File: src/design/isqrt_pkg.sv
`timescale 1ns / 1ps
// ----------------------------------------------------------------------------
// isqrt_pkg
// Shared constant for the pipelined integer square root.
// ----------------------------------------------------------------------------
package isqrt_pkg;

  // Root bits resolved by each pipeline stage (one compare/subtract each)
  localparam int unsigned STEPS_PER_STAGE = 2;

endpackage

File: src/design/isqrt_stage.sv
`timescale 1ns / 1ps
// ----------------------------------------------------------------------------
// isqrt_stage
// One register stage of the restoring square root: resolves STEPS_PER_STAGE
// root bits from the next operand bit pairs, with local valid/ready control.
// ----------------------------------------------------------------------------
module isqrt_stage import isqrt_pkg::*; #(
  parameter int unsigned ROOT_BITS = 16,
  parameter int unsigned PAD_BITS  = 32,
  localparam int unsigned REM_BITS = ROOT_BITS + 2
) (
  input  logic                 clk_i,
  input  logic                 rst_ni,
  input  logic                 valid_i,
  output logic                 ready_o,
  input  logic [REM_BITS-1:0]  rem_i,
  input  logic [ROOT_BITS-1:0] root_i,
  input  logic [PAD_BITS-1:0]  opnd_i,
  output logic                 valid_o,
  input  logic                 ready_i,
  output logic [REM_BITS-1:0]  rem_o,
  output logic [ROOT_BITS-1:0] root_o,
  output logic [PAD_BITS-1:0]  opnd_o
);

  localparam int unsigned SHIFT_BITS = 2 * STEPS_PER_STAGE;

  logic                 valid_q;
  logic [REM_BITS-1:0]  rem_d, rem_q;
  logic [ROOT_BITS-1:0] root_d, root_q;
  logic [PAD_BITS-1:0]  opnd_d, opnd_q;

  always_comb begin
    logic [REM_BITS-1:0]  rem;
    logic [REM_BITS-1:0]  trial;
    logic [ROOT_BITS-1:0] root;
    rem  = rem_i;
    root = root_i;
    for (int unsigned s = 0; s < STEPS_PER_STAGE; s++) begin
      // remainder stays below 2*root+1, so the top two bits never carry data
      rem   = {rem[REM_BITS-3:0], opnd_i[PAD_BITS-1-2*s -: 2]};
      trial = {root, 2'b01};
      if (rem >= trial) begin
        rem  = rem - trial;
        root = {root[ROOT_BITS-2:0], 1'b1};
      end else begin
        root = {root[ROOT_BITS-2:0], 1'b0};
      end
    end
    rem_d  = rem;
    root_d = root;
    opnd_d = {opnd_i[PAD_BITS-1-SHIFT_BITS:0], {SHIFT_BITS{1'b0}}};
  end

  assign ready_o = !valid_q || ready_i;

  always_ff @(posedge clk_i or negedge rst_ni) begin
    if (!rst_ni) begin
      valid_q <= 1'b0;
    end else if (ready_o) begin
      valid_q <= valid_i;
    end
  end

  always_ff @(posedge clk_i) begin
    if (ready_o && valid_i) begin
      rem_q  <= rem_d;
      root_q <= root_d;
      opnd_q <= opnd_d;
    end
  end

  assign valid_o = valid_q;
  assign rem_o   = rem_q;
  assign root_o  = root_q;
  assign opnd_o  = opnd_q;

endmodule

File: src/design/integer_square_root_top.sv
`timescale 1ns / 1ps
// ----------------------------------------------------------------------------
// integer_square_root_top
// Pipelined floor square root of an unsigned operand.
// ----------------------------------------------------------------------------
// Usage:
//   Input channel: radicand_i with valid_i; the block drives stall_o.
//   Output channel: root_o with valid_o; the receiver drives stall_i.
//   A request moves at a clock edge where valid is high and stall is low.
//   root_o is floor(sqrt(radicand_i)), (OPERAND_BITS+1)/2 bits wide.
// Pipeline: each register stage resolves two root bits with two chained
//   compare/subtracts, which sets the stage depth.
// Throughput: one request per cycle while the output is not stalled.
// Stall: each stage holds its request until the next stage has room, so
//   empty stages still fill while the output is stalled; stall_o rises only
//   once every stage is full.
// Reset: all stage valid bits clear; no request is in flight afterwards.
// ----------------------------------------------------------------------------
module integer_square_root_top import isqrt_pkg::*; #(
  parameter int unsigned OPERAND_BITS = 32,
  localparam int unsigned ROOT_BITS   = (OPERAND_BITS + 1) / 2
) (
  input  logic                    clk_i,
  input  logic                    rst_ni,
  input  logic                    valid_i,
  output logic                    stall_o,
  input  logic [OPERAND_BITS-1:0] radicand_i,
  output logic                    valid_o,
  input  logic                    stall_i,
  output logic [ROOT_BITS-1:0]    root_o
);

  localparam int unsigned NUM_STAGES = (ROOT_BITS + STEPS_PER_STAGE - 1) / STEPS_PER_STAGE;
  localparam int unsigned PAD_BITS   = 2 * STEPS_PER_STAGE * NUM_STAGES;
  localparam int unsigned REM_BITS   = ROOT_BITS + 2;

  logic                 valid [NUM_STAGES+1];
  logic                 ready [NUM_STAGES+1];
  logic [REM_BITS-1:0]  rem   [NUM_STAGES+1];
  logic [ROOT_BITS-1:0] root  [NUM_STAGES+1];
  logic [PAD_BITS-1:0]  opnd  [NUM_STAGES+1];

  assign valid[0] = valid_i;
  assign rem[0]   = '0;
  assign root[0]  = '0;
  assign opnd[0]  = PAD_BITS'(radicand_i);

  for (genvar g = 0; g < NUM_STAGES; g++) begin : g_stage
    isqrt_stage #(
      .ROOT_BITS (ROOT_BITS),
      .PAD_BITS  (PAD_BITS)
    ) u_stage (
      .clk_i   (clk_i),
      .rst_ni  (rst_ni),
      .valid_i (valid[g]),
      .ready_o (ready[g]),
      .rem_i   (rem[g]),
      .root_i  (root[g]),
      .opnd_i  (opnd[g]),
      .valid_o (valid[g+1]),
      .ready_i (ready[g+1]),
      .rem_o   (rem[g+1]),
      .root_o  (root[g+1]),
      .opnd_o  (opnd[g+1])
    );
  end

  assign ready[NUM_STAGES] = !stall_i;
  assign stall_o           = !ready[0];
  assign valid_o           = valid[NUM_STAGES];
  assign root_o            = root[NUM_STAGES];

endmodule

File: config.mk
export PLATFORM = sky130hd
export DESIGN_NAME = integer_square_root_top
export DESIGN_NICKNAME = d
export VERILOG_FILES = /design/src/design/isqrt_pkg.sv /design/src/design/isqrt_stage.sv /design/src/design/integer_square_root_top.sv
export SDC_FILE = /design/constraint.sdc
export NUM_CORES = 1
export LEC_CHECK = 0
export BUFFER_PORTS_ARGS = -buffer_cell sky130_fd_sc_hd__buf_2
export CORE_UTILIZATION = 64
export CTS_BUF_LIST = sky130_fd_sc_hd__clkbuf_16
export CTS_CLUSTER_DIAMETER = 40
export CTS_CLUSTER_SIZE = 28
export DETAILED_ROUTE_END_ITERATION = 10
export HOLD_SLACK_MARGIN = 0.05
export PLACE_DENSITY_LB_ADDON = 0.05
export SETUP_SLACK_MARGIN = 0.05
export SYNTH_ARGS = -nofsm -noshare
export SYNTH_HDL_FRONTEND = slang
export SYNTH_SLANG_ARGS = --single-unit
File: constraint.sdc
create_clock -name clk_i -period 5.2 [get_ports clk_i]
set_input_delay 1.04 -clock clk_i [delete_from_list [all_inputs] [get_ports clk_i]]
set_output_delay 1.04 -clock clk_i [all_outputs]
set_load 0.005 [all_outputs]
After elaboration in Yosys (flattened, before gate mapping)
Cells that the tools add are included.
Storage, ports and cells
  register bits: 304
  output and inout port bits: 18
Cells by class
  add/sub/neg operators: 15
  order comparisons: 16
  muxes and demuxes: 31
  reduce and logical (&&, ||, !) cells: 26
Operators with widths (count)
  $mux W16: 15
  $ge A18 B10 Y1: 1
  $ge A18 B11 Y1: 1
  $ge A18 B12 Y1: 1
  $ge A18 B13 Y1: 1
  $ge A18 B14 Y1: 1
  $ge A18 B15 Y1: 1
  $ge A18 B16 Y1: 1
  $ge A18 B17 Y1: 1
  $ge A18 B3 Y1: 1
  $ge A18 B4 Y1: 1
  $ge A18 B5 Y1: 1
  $ge A18 B6 Y1: 1
  $ge A18 B7 Y1: 1
  $ge A18 B8 Y1: 1
  $ge A18 B9 Y1: 1
  $mux W1: 16
  $sub A16 B10 Y16: 1
  $sub A16 B11 Y16: 1
  $sub A16 B12 Y16: 1
  $sub A16 B13 Y16: 1
  $sub A16 B14 Y16: 1
  $sub A16 B15 Y16: 1
  $sub A16 B16 Y16: 1
  12 further kinds: 35

Longest topological paths before layout
  word-level depth: 10
  gate-level depth with buffers: 23
  mapped depth without buffers: 22

Modules after synthesis
From an unflattened synthesis, not the netlist that was laid out.
Unflattened totals
  cells, all modules: 3171
  area, all modules: 33651.0 um^2
Modules (own cells, without submodules)
  isqrt_stage (g_stage[0].u_stage ...): instances 5, cells an instance 408, area an instance 4291.6 um^2, seq. area each 1886.8 um^2
  isqrt_stage (g_stage[6].u_stage ...): instances 2, cells an instance 378, area an instance 4073.9 um^2, seq. area each 1886.8 um^2
  isqrt_stage (g_stage[1].u_stage): instances 1, cells an instance 372, area an instance 4033.9 um^2, seq. area each 1886.8 um^2
  integer_square_root_top: instances 1, cells an instance 3, area an instance 11.3 um^2, seq. area each 0.0 um^2

Worst setup path before layout
No wires, ideal clock.
  path kind: reg2reg
  from: register g_stage[4].u_stage.rem_q[9]
  to: register g_stage[5].u_stage.rem_q[10] (data pin)
  setup time: 0.262 ns
  data arrival time: 4.579 ns
  slack: 0.359 ns
  cell stages (with the launch flop): 21
  path buffers: 2
  clock period less this slack: 4.841 ns
  path through: edfxtp_1 ha_1 a2111oi_0 nand2_1 a211oi_1 o21ai_2 inv_2 buf_1 nand2_1 o31ai_1 ha_1 and2_1 and3_1 nand3_1 nor3b_1 mux2_1 o211a_1 nor3_4 nand2_1 buf_2 mux2_1
Between the ends
  word-level cells in the longest chain between the ends: 4
  elaborated cells on any way between the ends: 7
RTL lines
  start, declared: line isqrt_stage.sv:29  | logic [REM_BITS-1:0] rem_d, rem_q;
  start signal, assigned: line isqrt_stage.sv:67  | rem_q <= rem_d;
  $ge A18 B12 Y1 or $sub A16 B12 Y16 (tied branches): line isqrt_stage.sv:43, isqrt_stage.sv:44
  $mux W16 or $mux W1 (tied branches): line isqrt_stage.sv:43  | if (rem >= trial) begin
  $sub A16 B13 Y16 or $ge A18 B13 Y1 (tied branches): line isqrt_stage.sv:44, isqrt_stage.sv:43
  $mux W16 (*): line isqrt_stage.sv:43
  named net g_stage[5].u_stage.rem_d[10]: line isqrt_stage.sv:29
  end signal, assigned: line isqrt_stage.sv:67
  end, declared: line isqrt_stage.sv:29
The timed path passes the listed nets; every way through them passes the cells marked *.
A chain may end at the register's enable or synchronous reset.

Worst setup path after layout
  from: register g_stage[3].u_stage.root_q[4]
  to: register g_stage[4].u_stage.rem_q[11] (data pin)
Between the ends
  word-level cells in the longest chain between the ends: 4
  elaborated cells on any way between the ends: 7
RTL lines
  start, declared: line isqrt_stage.sv:30  | logic [ROOT_BITS-1:0] root_d, root_q;
  start signal, assigned: line isqrt_stage.sv:68  | root_q <= root_d;
  $sub A16 B10 Y16 or $ge A18 B10 Y1 (tied branches): line isqrt_stage.sv:44, isqrt_stage.sv:43
  $mux W16 or $mux W1 (tied branches): line isqrt_stage.sv:43
  $sub A16 B11 Y16 or $ge A18 B11 Y1 (tied branches): line isqrt_stage.sv:44, isqrt_stage.sv:43
  $mux W16 (*): line isqrt_stage.sv:43
  named net g_stage[4].u_stage.rem_d[11]: line isqrt_stage.sv:29
Marked as above.

==> impl_metrics.json <==
{
  "status": "finished clean",
  "tightest_slew_ns": 1.06,
  "tritoncts": "yes",
  "grt_start_max_net_pins": 45,
  "synth_compound_area_share_pct": 15.8,
  "wirelength_mm": 41.7,
  "whs_ns": 0.346,
  "netlist_area_um2": 18700,
  "synth_edf_count": 290,
  "gr-usage-all-layers_pct": 27.9,
  "end_kind": "register",
  "p_per_area_nw_per_um2": 524,
  "die_w_um": 173,
  "syn_inst": 1762,
  "cap_violations": 0,
  "finalCriticalPeriod_ns": 4.89,
  "rows": 62,
  "dpl.hpwl_mm": 31.7,
  "hold_viol_final": 0,
  "setup_tns_ns": 0,
  "fmax_ghz": 0.204,
  "numPortBuffers": 53,
  "finish.net_count": 2040,
  "drt-wirelength-per-cell_um": 18.4,
  "yosys_warnings": 0,
  "grt_pass1_vias": 13200,
  "initial_utilization_pct": 65.1,
  "htree_levels": 2,
  "rsz0062_at_grt": "false",
  "cts_buffers": 39,
  "first_pass_iters": 5,
  "post_cts_resize_count": 0,
  "synth_top_family_by_area": "compound AO/OA/AOI/OAI gates",
  "post_cts_buffers": 0,
  "avgSynthCellArea_um2": 10.6,
  "core_area_um2": 28800,
  "synthFlopType": "edfxtp_1",
  "ios": 54,
  "drt-vias-per-instance": 6.11,
  "die_h_um": 173,
  "drtIter0Drc": 1032,
  "synth_xor_area_share_pct": 6.31,
  "setup_viol": 0,
  "clock_latency_ns": 0.52,
  "remaining_drc_errors": 0,
  "clk_pin_slew_worst_paths_ns": 0.06,
  "synth-simple-area-share_pct": 14.5,
  "slew_headroom_pct": 29.4,
  "postCtsHoldBufs": 0,
  "nFillCells": 2046,
  "clock_path_buffers": 3,
  "yosys-mux-area-fraction_pct": 2.56,
  "vias": 13900,
  "synth.distinct_cells": 99,
  "grt_overflow_total": 0,
  "crit_fanout": 13,
  "clkSinkCount": 298,
  "root_buffer": "clkbuf_16",
  "diodes": 0,
  "fin_crit_sh_pct": 94.1,
  "postLayoutCellArea_um2": 21000,
  "hold_class": "in2async",
  "slew_viol_final": 0,
  "ir_worst_vdd_mv": 0.477,
  "dieArea_um2": 30000,
  "cp.arrival_ns": 5.17,
  "p_leak_uw": 0.00882,
  "drive_above_1_share_pct": 12.0,
  "placed_cell_area_um2": 19600,
  "synth_fa_ha_area_share_pct": 9.95,
  "ys_async_sr_fraction_pct": 2.68,
  "antenna_found_initial": 0,
  "ys_seq_area_share_pct": 47.6,
  "areaGrowthSynthToFinish_pct": 12.0,
  "grt_pass1_wl_mm": 67.2,
  "start_kind": "register",
  "cp.required_ns": 5.48,
  "postRouteAntennaNets": 0,
  "synth_seq_cells": 298,
  "path_class": "reg2reg",
  "skew_ns": 0.0149,
  "place.gp.congestion": 0.981
}
synthesized netlist by cell type, types with 15 or more instances:
cell | instances | area share (%)
nand3_1 | 47 | 1.3
xnor2_1 | 83 | 3.9
nand2_1 | 112 | 2.2
a21o_1 | 61 | 2.4
mux2_2 | 19 | 1.1
clkbuf_1 | 15 | 0.30
ha_1 | 149 | 10
o31ai_1 | 23 | 0.92
o21ai_0 | 69 | 1.8
nand2b_1 | 27 | 0.90
xor2_1 | 52 | 2.4
o21a_1 | 23 | 0.92
nor3_1 | 37 | 0.99
a211oi_1 | 16 | 0.64
inv_1 | 124 | 2.5
a21oi_1 | 122 | 3.3
nand4_1 | 24 | 0.80
nor4_1 | 17 | 0.57
nor2_1 | 151 | 3.0
edfxtp_1 | 290 | 46
and2_1 | 16 | 0.53
a31oi_1 | 18 | 0.60
layout make-up:
class	instances	area (um^2)	share of cell area, %
Multi-Input combinational cell	1307	9250	44.1
Sequential cell	298	8910	42.5
Clock buffer	39	976	4.65
Timing Repair Buffer	82	483	2.30
Tap cell	384	480	2.29
Inverter	127	477	2.27
Clock inverter	31	404	1.93
registers in the layout (all words and copies together) (netlist names):
register and flops:
g_stage.u_stage.rem_o 106, g_stage.u_stage.opnd_o 112, g_stage.u_stage.valid_o 8, g_stage.u_stage.root_o 72
per-layer routing:
metal  GRT usage (%)  up-vias  part of all wire, %
li1                -     6779                    -
met1            37.4     6583                   44
met2            46.7      415                   48
met3            3.76       87                  5.4
met4            10.1        0                  3.3
met5               0        -                    0
critical path, cell delays in order, from the launching register on:
cell	delay, ns
edfxtp_1	0.48
inv_1	0.16
ha_1	0.42
and4_1	0.26
nand2_1	0.13
o21a_1	0.25
nand3_1	0.07
buf_4	0.21
inv_2	0.15
o21ai_0	0.45
ha_1	0.39
and4_1	0.25
nand3_1	0.12
nor2_1	0.06
nand4b_1	0.09
nand4_1	0.18
nor4_1	0.49
buf_4	0.26
nor3_1	0.07
a21o_1	0.18
stage by stage:
stage / worst slack [ns] / power, uW / util (%) / cells
2_1_floorplan: 0.359 / 7040 / - / 1763
3_3_place_gp: 0.246 / 8080 / 68.0 / 2198
3_5_place_dp: 0.0985 / 8180 / 68.0 / 2198
4_1_cts: 0.0840 / 11000 / 72.8 / 2268
5_1_grt: 0.0397 / 11700 / 72.9 / 2268
6_report: 0.307 / 11000 / 72.9 / 2268
cell families (layout without fill, tap and decap cells):
kind of cell | count (synthesis) | after routing
multiplexers | 44 | 44
other | 1 | 2
XOR/XNOR | 135 | 135
buffers and inverters | 158 | 279
AO/OA/AOI/OAI | 444 | 444
AND/OR/NAND/NOR | 533 | 533
adder cells (fa/ha/maj) | 149 | 149
flip-flops | 298 | 298
worst paths after layout:
kind	startpoint	end	slack [ns]	cells past startpoint
worst max-delay path	g_stage[3].u_stage.root_o[4]	g_stage[4].u_stage.rem_o[11]	0.31	19
worst min-delay path	rst_ni	g_stage[7].u_stage.valid_o	0.35	1
worst max register to register	g_stage[3].u_stage.root_o[4]	g_stage[4].u_stage.rem_o[11]	0.31	19
worst min register to register	g_stage[3].u_stage.opnd_o[23]	g_stage[4].u_stage.opnd_o[27]	0.41	0
max in group asynchronous	rst_ni	g_stage[4].u_stage.valid_o	4.69	1
min in group clk_i	g_stage[3].u_stage.opnd_o[23]	g_stage[4].u_stage.opnd_o[27]	0.41	0
where the power goes:
group          switching (uW)  leakage, uW  total [uW]  internal, uW
Sequential                360      0.00277        3790          3430
Clock                    1150     0.000670        2750          1600
Combinational            2600      0.00537        4460          1860
Total                    4110      0.00882       11000          6900
layout by cell type (no fill, tap or decap), types with 24 or more instances in the layout:
cell,instances
edfxtp_1,290
nor2_1,151
ha_1,149
inv_1,125
a21oi_1,122
nand2_1,111
xnor2_1,83
o21ai_0,68
a21o_1,61
buf_2,53
xor2_1,52
nand3_1,46
clkbuf_16,39
nor3_1,37
buf_4,29
nand2b_1,27
nand4_1,24
No activity file was read; power rests on OpenSTA's default activity.
